===== config.mk =====
export PLATFORM = sky130hd
export DESIGN_NAME = byte_machine_instruction_execute_unit
export DESIGN_NICKNAME = d
export VERILOG_FILES = /design/src/rtl/bmie_pkg.sv /design/src/rtl/bmie_ram.sv /design/src/rtl/byte_machine_instruction_execute_unit.sv
export SDC_FILE = /design/constraint.sdc
export NUM_CORES = 2
export LEC_CHECK = 0
export ABC_CLOCK_PERIOD_IN_PS = 20700
export BUFFER_PORTS_ARGS = -buffer_cell sky130_fd_sc_hd__buf_2
export CAP_MARGIN = 0
export CORE_ASPECT_RATIO = 0.9
export CORE_MARGIN = 3
export CORE_UTILIZATION = 50
export DETAILED_ROUTE_END_ITERATION = 10
export PLACE_DENSITY_LB_ADDON = 0.05
export SYNTH_ARGS = -nofsm -noshare
export SYNTH_HDL_FRONTEND = slang
export SYNTH_SLANG_ARGS = --single-unit
export TNS_END_PERCENT = 1

===== constraint.sdc =====
create_clock -name clk -period 20.7 [get_ports clk]
set_clock_uncertainty 0.1 [all_clocks]
set_input_delay 5.175 -clock clk [delete_from_list [all_inputs] [get_ports clk]]
set_output_delay 5.175 -clock clk [all_outputs]
set_load 0.005 [all_outputs]

===== src/rtl/bmie_pkg.sv =====
// Shared types and codes for the byte machine instruction execute unit.
`timescale 1ns / 1ps

package bmie_pkg;

  // Register file layout
  localparam int unsigned REG_COUNT   = 8;
  localparam logic [2:0]  PC_IDX      = 3'd5;
  localparam logic [2:0]  TOP_IDX     = 3'd7;
  localparam logic [7:0]  TOP_INIT    = 8'hFF;

  // Instruction opcodes
  localparam logic [7:0] ACT_NOP   = 8'd0;
  localparam logic [7:0] ACT_LOAD  = 8'd1;
  localparam logic [7:0] ACT_STORE = 8'd2;
  localparam logic [7:0] ACT_PUSH  = 8'd3;
  localparam logic [7:0] ACT_POP   = 8'd4;
  localparam logic [7:0] ACT_DROP  = 8'd5;
  localparam logic [7:0] ACT_SET   = 8'd6;
  localparam logic [7:0] ACT_SWAP  = 8'd7;
  localparam logic [7:0] ACT_ALU   = 8'd9;
  localparam logic [7:0] ACT_JMP   = 8'd10;
  localparam logic [7:0] ACT_JEQ   = 8'd11;
  localparam logic [7:0] ACT_JNE   = 8'd12;
  localparam logic [7:0] ACT_JGT   = 8'd13;
  localparam logic [7:0] ACT_JLT   = 8'd14;
  localparam logic [7:0] ACT_JZR   = 8'd15;
  localparam logic [7:0] ACT_RET   = 8'd16;

  // ALU operation codes
  localparam logic [7:0] ALU_ADD = 8'd0;
  localparam logic [7:0] ALU_SUB = 8'd1;
  localparam logic [7:0] ALU_INC = 8'd2;
  localparam logic [7:0] ALU_DEC = 8'd3;
  localparam logic [7:0] ALU_MUL = 8'd4;
  localparam logic [7:0] ALU_DIV = 8'd5;
  localparam logic [7:0] ALU_AND = 8'd6;
  localparam logic [7:0] ALU_OR  = 8'd7;
  localparam logic [7:0] ALU_SHL = 8'd8;
  localparam logic [7:0] ALU_SHR = 8'd9;
  localparam logic [7:0] ALU_XOR = 8'd10;

  // Result status codes
  localparam logic [2:0] ST_OK      = 3'd0;
  localparam logic [2:0] ST_BADREG  = 3'd1;
  localparam logic [2:0] ST_BADALU  = 3'd2;
  localparam logic [2:0] ST_DIVZERO = 3'd3;
  localparam logic [2:0] ST_FULL    = 3'd4;
  localparam logic [2:0] ST_EMPTY   = 3'd5;
  localparam logic [2:0] ST_UNSUP   = 3'd6;

  typedef struct packed {
    logic [7:0] action;
    logic [7:0] operand_one;
    logic [7:0] operand_two;
    logic [7:0] operand_three;
  } bmie_in_t;

  typedef struct packed {
    logic [2:0] status;
    logic [7:0] register_value;
    logic [7:0] counter_value;
  } bmie_out_t;

  typedef enum logic [2:0] {
    S_IDLE,
    S_RDA,
    S_RDB,
    S_EXEC,
    S_DIV,
    S_WRA,
    S_WRB,
    S_DONE
  } bmie_state_t;

endpackage


===== src/rtl/bmie_ram.sv =====
// Generic single-write, single-read RAM with registered read data.
`timescale 1ns / 1ps

module bmie_ram #(
  parameter int WIDTH = 8,
  parameter int DEPTH = 16
) (
  input  logic                                 clk,
  input  logic                                 we,
  input  logic [((DEPTH > 1) ? $clog2(DEPTH) : 1)-1:0] waddr,
  input  logic [WIDTH-1:0]                     wdata,
  input  logic [((DEPTH > 1) ? $clog2(DEPTH) : 1)-1:0] raddr,
  output logic [WIDTH-1:0]                     rdata
);

  logic [WIDTH-1:0] mem_r [DEPTH];
  logic [WIDTH-1:0] rdata_r;

  // Write port and registered read port
  always_ff @(posedge clk) begin
    if (we) begin
      mem_r[waddr] <= wdata;
    end
    rdata_r <= mem_r[raddr];
  end

  assign rdata = rdata_r;

endmodule


===== src/rtl/byte_machine_instruction_execute_unit.sv =====
// Top level: executes one four-byte instruction against register, data and stack RAMs.
`timescale 1ns / 1ps

//  channel | ports                           | beat
//  --------+---------------------------------+-------------------------------------
//  input   | in_valid, in_stall, in_data     | one instruction (action, 3 operands)
//  output  | out_valid, out_stall, out_data  | status, register a, program counter
//
//  One instruction at a time: a beat is taken in IDLE, then two register reads
//  (RDA, RDB), the execute state EXEC, the write state WRA (then WRB for swap)
//  and the result state DONE; a divide runs the 8-step restoring divider in
//  DIV between EXEC and WRA. Synchronous active-low reset clears control,
//  register and memory valid bits; no clearing pass. A stalled result waits in
//  the output register while the next instruction runs; that instruction holds
//  in DONE until the output register drains.

module byte_machine_instruction_execute_unit
  import bmie_pkg::*;
#(
  parameter int MEMORY_DEPTH = 256,
  parameter int STACK_DEPTH  = 16
) (
  input  logic      clk,
  input  logic      rst_n,
  input  logic      in_valid,
  output logic      in_stall,
  input  bmie_in_t  in_data,
  output logic      out_valid,
  input  logic      out_stall,
  output bmie_out_t out_data
);

  localparam int AW = $clog2(MEMORY_DEPTH);
  localparam int SW = $clog2(STACK_DEPTH);
  localparam int LW = $clog2(STACK_DEPTH + 1);

  // Control and state registers
  bmie_state_t state_r, state_nxt;
  bmie_in_t    ins_r;
  logic [7:0]  ra_r, rb_r, pc_r;
  logic [REG_COUNT-1:0]    rf_vld_r;
  logic [MEMORY_DEPTH-1:0] dm_vld_r;
  logic [LW-1:0]           lvl_r;

  // Pending write plan from the execute cycle
  logic [2:0] stat_r;
  logic       w1_en_r, w2_en_r, dm_we_r, push_r, pop_r;
  logic [2:0] w1_idx_r;
  logic [7:0] w1_val_r;

  // Divider
  logic [7:0] div_rem_r, div_quo_r;
  logic [2:0] div_cnt_r;
  logic [8:0] div_tmp;
  logic       div_bit;
  logic [7:0] div_rem_nxt, div_quo_nxt;

  // Output register
  logic      out_valid_r;
  bmie_out_t out_data_r;
  logic      out_ld;

  // RAM ports
  logic          rf_we;
  logic [2:0]    rf_waddr, rf_raddr;
  logic [7:0]    rf_wdata, rf_rdata;
  logic          dm_we;
  logic [AW-1:0] dm_addr;
  logic [7:0]    dm_rdata;
  logic          stk_we;
  logic [SW-1:0] stk_waddr, stk_raddr;
  logic [LW-1:0] lvl_dec;
  logic [7:0]    stk_rdata;

  // Execute cycle signals
  logic [7:0]  a_op, b_op, c_op;
  logic [7:0]  ra_now, rb_now;
  logic        need1, need2, unsup, badreg, b_in_range, lvl_full, lvl_empty;
  logic [15:0] prod;
  logic [2:0]  ex_stat;
  logic        ex_w1_en, ex_w2_en, ex_dm_we, ex_push, ex_pop, ex_div;
  logic [2:0]  ex_w1_idx;
  logic [7:0]  ex_w1_val;
  logic [7:0]  reg_out;

  assign a_op = ins_r.operand_one;
  assign b_op = ins_r.operand_two;
  assign c_op = ins_r.operand_three;

  assign dm_addr   = b_op[AW-1:0];
  assign lvl_dec   = lvl_r - LW'(1);
  assign stk_raddr = lvl_dec[SW-1:0];
  assign stk_waddr = lvl_r[SW-1:0];

  bmie_ram #(.WIDTH(8), .DEPTH(REG_COUNT)) u_reg_ram (
    .clk   (clk),
    .we    (rf_we),
    .waddr (rf_waddr),
    .wdata (rf_wdata),
    .raddr (rf_raddr),
    .rdata (rf_rdata)
  );

  bmie_ram #(.WIDTH(8), .DEPTH(MEMORY_DEPTH)) u_data_ram (
    .clk   (clk),
    .we    (dm_we),
    .waddr (dm_addr),
    .wdata (ra_r),
    .raddr (dm_addr),
    .rdata (dm_rdata)
  );

  bmie_ram #(.WIDTH(8), .DEPTH(STACK_DEPTH)) u_stack_ram (
    .clk   (clk),
    .we    (stk_we),
    .waddr (stk_waddr),
    .wdata (ra_r),
    .raddr (stk_raddr),
    .rdata (stk_rdata)
  );

  // Next state
  always_comb begin
    state_nxt = state_r;
    unique case (state_r)
      S_IDLE: if (in_valid) state_nxt = S_RDA;
      S_RDA:  state_nxt = S_RDB;
      S_RDB:  state_nxt = S_EXEC;
      S_EXEC: state_nxt = ex_div ? S_DIV : S_WRA;
      S_DIV:  if (div_cnt_r == 3'd7) state_nxt = S_WRA;
      S_WRA:  state_nxt = w2_en_r ? S_WRB : S_DONE;
      S_WRB:  state_nxt = S_DONE;
      S_DONE: if (out_ld) state_nxt = S_IDLE;
      default: state_nxt = S_IDLE;
    endcase
  end

  // State-driven outputs: handshake and RAM control
  always_comb begin
    in_stall = 1'b1;
    rf_raddr = b_op[2:0];
    rf_we    = 1'b0;
    rf_waddr = w1_idx_r;
    rf_wdata = w1_val_r;
    dm_we    = 1'b0;
    stk_we   = 1'b0;
    out_ld   = 1'b0;
    unique case (state_r)
      S_IDLE: in_stall = 1'b0;
      S_RDA:  rf_raddr = a_op[2:0];
      S_WRA: begin
        rf_we  = w1_en_r;
        dm_we  = dm_we_r;
        stk_we = push_r;
      end
      S_WRB: begin
        rf_we    = 1'b1;
        rf_waddr = b_op[2:0];
        rf_wdata = ra_r;
      end
      S_DONE: out_ld = !out_valid_r || !out_stall;
      default: ;
    endcase
  end

  // Operand values with reset defaults for never-written registers
  always_comb begin
    ra_now = rf_vld_r[a_op[2:0]] ? rf_rdata : ((a_op[2:0] == TOP_IDX) ? TOP_INIT : 8'h00);
    rb_now = rf_vld_r[b_op[2:0]] ? rf_rdata : ((b_op[2:0] == TOP_IDX) ? TOP_INIT : 8'h00);
  end

  assign prod       = ra_r * rb_now;
  assign b_in_range = {1'b0, b_op} < 9'(MEMORY_DEPTH);
  assign lvl_full   = lvl_r == LW'(STACK_DEPTH);
  assign lvl_empty  = lvl_r == '0;

  // Decode operand use
  always_comb begin
    need1 = 1'b0;
    need2 = 1'b0;
    unsup = 1'b0;
    unique case (ins_r.action)
      ACT_LOAD, ACT_STORE, ACT_PUSH, ACT_POP, ACT_SET, ACT_JZR: need1 = 1'b1;
      ACT_SWAP, ACT_ALU, ACT_JEQ, ACT_JNE, ACT_JGT, ACT_JLT: begin
        need1 = 1'b1;
        need2 = 1'b1;
      end
      ACT_NOP, ACT_DROP, ACT_JMP, ACT_RET: ;
      default: unsup = 1'b1;
    endcase
    badreg = (need1 && a_op >= 8'(REG_COUNT)) || (need2 && b_op >= 8'(REG_COUNT));
  end

  // Execute: status and write plan
  always_comb begin
    ex_stat   = ST_OK;
    ex_w1_en  = 1'b0;
    ex_w1_idx = a_op[2:0];
    ex_w1_val = 8'h00;
    ex_w2_en  = 1'b0;
    ex_dm_we  = 1'b0;
    ex_push   = 1'b0;
    ex_pop    = 1'b0;
    ex_div    = 1'b0;
    if (unsup) begin
      ex_stat = ST_UNSUP;
    end else if (badreg) begin
      ex_stat = ST_BADREG;
    end else begin
      unique case (ins_r.action)
        ACT_LOAD: begin
          ex_w1_en  = 1'b1;
          ex_w1_val = (b_in_range && dm_vld_r[dm_addr]) ? dm_rdata : 8'h00;
        end
        ACT_STORE: ex_dm_we = b_in_range;
        ACT_PUSH: begin
          if (lvl_full) ex_stat = ST_FULL;
          else ex_push = 1'b1;
        end
        ACT_POP: begin
          if (lvl_empty) begin
            ex_stat = ST_EMPTY;
          end else begin
            ex_pop    = 1'b1;
            ex_w1_en  = 1'b1;
            ex_w1_val = stk_rdata;
          end
        end
        ACT_DROP: begin
          if (lvl_empty) ex_stat = ST_EMPTY;
          else ex_pop = 1'b1;
        end
        ACT_SET: begin
          ex_w1_en  = 1'b1;
          ex_w1_val = b_op;
        end
        ACT_SWAP: begin
          ex_w1_en  = 1'b1;
          ex_w1_val = rb_now;
          ex_w2_en  = 1'b1;
        end
        ACT_ALU: begin
          ex_w1_en = 1'b1;
          unique case (c_op)
            ALU_ADD: ex_w1_val = ra_r + rb_now;
            ALU_SUB: ex_w1_val = ra_r - rb_now;
            ALU_INC: ex_w1_val = ra_r + 8'd1;
            ALU_DEC: ex_w1_val = ra_r - 8'd1;
            ALU_MUL: ex_w1_val = prod[7:0];
            ALU_DIV: begin
              if (rb_now == 8'h00) begin
                ex_stat  = ST_DIVZERO;
                ex_w1_en = 1'b0;
              end else begin
                ex_div = 1'b1;
              end
            end
            ALU_AND: ex_w1_val = ra_r & rb_now;
            ALU_OR:  ex_w1_val = ra_r | rb_now;
            ALU_SHL: ex_w1_val = (rb_now >= 8'd8) ? 8'h00 : (ra_r << rb_now[2:0]);
            ALU_SHR: ex_w1_val = (rb_now >= 8'd8) ? 8'h00 : (ra_r >> rb_now[2:0]);
            ALU_XOR: ex_w1_val = ra_r ^ rb_now;
            default: begin
              ex_stat  = ST_BADALU;
              ex_w1_en = 1'b0;
            end
          endcase
        end
        ACT_JMP: begin
          ex_w1_en  = 1'b1;
          ex_w1_idx = PC_IDX;
          ex_w1_val = pc_r + a_op;
        end
        ACT_JEQ, ACT_JNE, ACT_JGT, ACT_JLT: begin
          ex_w1_idx = PC_IDX;
          ex_w1_val = pc_r + c_op;
          unique case (ins_r.action)
            ACT_JEQ: ex_w1_en = ra_r == rb_now;
            ACT_JNE: ex_w1_en = ra_r != rb_now;
            ACT_JGT: ex_w1_en = ra_r > rb_now;
            default: ex_w1_en = ra_r < rb_now;
          endcase
        end
        ACT_JZR: begin
          ex_w1_idx = PC_IDX;
          ex_w1_val = pc_r + b_op;
          ex_w1_en  = ra_r == 8'h00;
        end
        default: ;
      endcase
    end
  end

  // One restoring divide step
  always_comb begin
    div_tmp     = {div_rem_r, div_quo_r[7]};
    div_bit     = div_tmp >= {1'b0, rb_r};
    div_rem_nxt = div_bit ? 8'(div_tmp - {1'b0, rb_r}) : div_tmp[7:0];
    div_quo_nxt = {div_quo_r[6:0], div_bit};
  end

  // Final value of register a for the result beat
  always_comb begin
    if (a_op >= 8'(REG_COUNT)) reg_out = 8'h00;
    else if (w2_en_r && b_op[2:0] == a_op[2:0]) reg_out = ra_r;
    else if (w1_en_r && w1_idx_r == a_op[2:0]) reg_out = w1_val_r;
    else reg_out = ra_r;
  end

  // Control state
  always_ff @(posedge clk) begin
    if (!rst_n) begin
      state_r     <= S_IDLE;
      rf_vld_r    <= '0;
      dm_vld_r    <= '0;
      lvl_r       <= '0;
      pc_r        <= 8'h00;
      out_valid_r <= 1'b0;
    end else begin
      state_r <= state_nxt;
      if (rf_we) begin
        rf_vld_r[rf_waddr] <= 1'b1;
        if (rf_waddr == PC_IDX) pc_r <= rf_wdata;
      end
      if (dm_we) dm_vld_r[dm_addr] <= 1'b1;
      if (state_r == S_WRA) begin
        if (push_r) lvl_r <= lvl_r + LW'(1);
        else if (pop_r) lvl_r <= lvl_dec;
      end
      out_valid_r <= out_ld || (out_valid_r && out_stall);
    end
  end

  // Datapath registers
  always_ff @(posedge clk) begin
    if (state_r == S_IDLE && in_valid) ins_r <= in_data;
    if (state_r == S_RDB) ra_r <= ra_now;
    if (state_r == S_EXEC) begin
      rb_r      <= rb_now;
      stat_r    <= ex_stat;
      w1_en_r   <= ex_w1_en;
      w1_idx_r  <= ex_w1_idx;
      w1_val_r  <= ex_w1_val;
      w2_en_r   <= ex_w2_en;
      dm_we_r   <= ex_dm_we;
      push_r    <= ex_push;
      pop_r     <= ex_pop;
      div_rem_r <= 8'h00;
      div_quo_r <= ra_r;
      div_cnt_r <= 3'd0;
    end
    if (state_r == S_DIV) begin
      div_rem_r <= div_rem_nxt;
      div_quo_r <= div_quo_nxt;
      div_cnt_r <= div_cnt_r + 3'd1;
      if (div_cnt_r == 3'd7) w1_val_r <= div_quo_nxt;
    end
    if (out_ld) begin
      out_data_r.status         <= stat_r;
      out_data_r.register_value <= reg_out;
      out_data_r.counter_value  <= pc_r;
    end
  end

  assign out_valid = out_valid_r;
  assign out_data  = out_data_r;

endmodule

==> results_dict.tcl <==
set metrics [dict create \
    status "complete, no violations" \
    cts_sinks 2650 \
    die_w_um 492 \
    die_h_um 443 \
    post_cts_buffers 0 \
    hold_viol 0 \
    clockBufferDepth 4 \
    cellInternalPower_mw 9.14 \
    rows 159 \
    drt-total-wl_um 276000 \
    critical-path-max-stage-delay_ns 0.79 \
    startpoint "b_op[0]" \
    ant_nets 0 \
    worst_pin_slew_ns 1.32 \
    syn_to_final_growth_pct 11.3 \
    die_area_um2 218000 \
    cp.required_ns 21.37 \
    p_total_mw 11.9 \
    cts_hold_buffers 0 \
    worstRegToRegCells 14 \
    min_period_over_period 0.351 \
    p_clk_frac 0.408 \
    port_buffers 56 \
    synth_ff_type "edfxtp_1" \
    p_seq_frac 0.499 \
    crit_chain "buf_4 -> buf_4 -> buf_4 -> buf_4 -> buf_4 -> mux4_2 -> mux2_2 -> nand3_1 -> a41oi_1 -> o21a_1 -> o21ai_0 -> a31oi_1 -> a221oi_1 -> a31oi_1" \
    gp_congestion 0.902 \
    final_common_cell "edfxtp_1" \
    viasPerCell 6.26 \
    grt_pass1_vias 53722 \
    post-place-ws_ns 12.78 \
    drt_pass1_iterations 6 \
    drt_iter0_drc 6392 \
    worstSkewPairLatency_ns 0.92 \
    nNetsFinal 5728 \
    crit_arrival_ns 7.94 \
    vias 54024 \
    relSlewSlack 0.116 \
    leakagePower_nw 37.6 \
    overflow 0 \
    rr_startpoint "b_op[0]" \
    cts_tree "built" \
    synth-edff-count 2337 \
    postCtsResizedCells 0 \
    cts_buffers 287 \
    min_to "out_data[17]" \
    boundaryPins 57 \
    synthArstFlopShare 0 \
    ys_seq_area_frac 0.720 \
    cp_common_cell "buf_4" \
    drc 0 \
    crit_slowest_cell "buf_4" \
    power_switching_mw 2.74 \
    rr_endpoint "w1_val_r[7]" \
    syn-instance-count 5453 \
    clock.fmax_mhz 138 \
    drive_above_1_share 0.238 \
    setup_ws_ns 13.43 \
    grt_pass1_wl_um 399000 \
    hp-start "stat_r[1]" \
    critPathLaunchType "flip-flop" \
    wl_per_cell_um 32.0 \
    dp_hpwl_um 169000 \
    grt_max_degree 173 \
    htree_num_levels 5 \
    clk_pin_slew_ns 0.06 \
    critPathBufInv 5 \
    critPathTopFamily "buffers and inverters" \
    fin_setup_tns_ns 0 \
    peakVddDrop_uv 76.5 \
    antenna_found_initial 12 \
    hp-class "flip-flop to flip-flop" \
    power_switching_share 0.231 \
    crit_type "flip-flop to flip-flop" \
    syn_area_um2 106000 \
    cp-end-kind "flip-flop" \
    start_util 0.506 \
    syn_avg_cell_area_um2 19.5 \
    cap_violations 0 \
    min_period_ns 7.27 \
    rsz0062_at_grt "no" \
    cts_root_buf "clkbuf_16" \
    setup_viol 0 \
    ys_ff_latch 2650 \
    synth_warnings 0 \
    core_area_um2 210000 \
    ys_types 83 \
    fill_cells 15781 \
    path_max_fanout 44 \
    grt_usage 0.254 \
    synth_nets 5575 \
    combPwrFrac 0.092 \
    r2r_setup_slack_ns 13.43 \
    slew_viol_final 0 \
    powerDensity_nw_per_um2 101 \
    hold_depth 0 \
    layout_common_cells "edfxtp_1, mux4_2, nor2_1" \
]
[cell type report]
cell class | instances | area, µm² | area share
antenna | 4 | 10.0 | 0.0000847
clock buffer | 399 | 7960 | 0.0674
clock inverter | 92 | 801 | 0.00678
inverter | 93 | 349 | 0.00295
multi-input combinational | 2394 | 27800 | 0.235
sequential | 2650 | 76400 | 0.647
tap | 2817 | 3520 | 0.0298
timing repair buffer | 180 | 1310 | 0.0111
[synth_stat cells, drive strengths merged, types with 24 or more instances]
cell / number / area, µm²
a21oi: 93 / 480
o21a: 272 / 2040
nand3: 30 / 150
inv: 90 / 338
o21ai: 89 / 445
nand2: 191 / 724
clkbuf: 152 / 571
a31oi: 24 / 150
mux2i: 61 / 614
ha: 70 / 876
mux2: 28 / 315
edfxtp: 2337 / 70200
nor2: 375 / 1410
nor2b: 27 / 169
xnor2: 37 / 324
nor3: 36 / 185
mux4: 772 / 17400
buf: 164 / 1080
dfxtp: 313 / 6270
[power by group through the flow]
stage	combinational [mW]	sequential, mW	clock, mW
2_1_floorplan	0.657	6.09	0
3_3_place_gp	1.09	6.04	0
3_5_place_dp	1.10	6.04	0
4_1_cts	1.10	5.93	4.94
5_1_grt	1.16	5.93	5.16
6_report	1.10	5.93	4.85
[state kept, by name (all words and copies together) (netlist names), 19 cells and up]
signal             cells
u_reg_ram.mem_r       64
u_data_ram.mem_r    2048
u_stack_ram.mem_r    128
out_data              19
dm_vld_r             256
[worst register-to-register path: stages, from the launching register on]
cell	delay, ns
edfxtp_1	0.32
buf_4	0.62
buf_4	0.68
buf_4	0.75
buf_4	0.70
buf_4	0.80
mux4_2	0.72
mux2_2	0.30
nand3_1	0.09
a41oi_1	0.13
o21a_1	0.15
o21ai_0	0.61
a31oi_1	0.57
a221oi_1	0.48
a31oi_1	0.13
[routing by layer]
layer,track usage,wire length [µm],vias to the layer above
met1,0.393,124000,29032
li1,-,-,22530
met3,0.0517,21200,409
met4,0.0634,6860,4
met2,0.372,124000,2049
met5,0,33,-
[stage by stage]
step	util	cells	area, µm²	hold WS, ns
6_report	0.563	8629	118000	0.338
3_3_place_gp	0.521	8134	109000	0.340
4_1_cts	0.563	8625	118000	0.351
2_1_floorplan	-	5453	106000	0.300
3_5_place_dp	0.521	8134	109000	0.331
5_1_grt	0.563	8628	118000	0.355
[worst max path at each step]
stage	endpoint	slack (ns)	depth (start not counted)
after floorplan	w1_val_r[7]	12.29	16
after global placement	dm_vld_r[191]	12.84	4
after detailed placement	dm_vld_r[176]	12.78	4
after CTS	w1_val_r[7]	13.33	14
after global routing	w1_val_r[7]	12.79	14
final	w1_val_r[7]	13.43	14
[logic make-up (layout without fill, tap and decap cells)]
group	count (synthesis)	count (layout)	synth area share
flip-flops	2650	2650	0.720
multiplexers	861	861	0.173
AND/OR/NAND/NOR	760	760	0.0313
AO/OA/AOI/OAI	641	641	0.0419
buffers and inverters	409	764	0.0188
adder cells (fa/ha/maj)	86	86	0.0113
XOR/XNOR	46	46	0.00407
other	0	4	0
No activity file was read; power rests on OpenSTA's default activity.
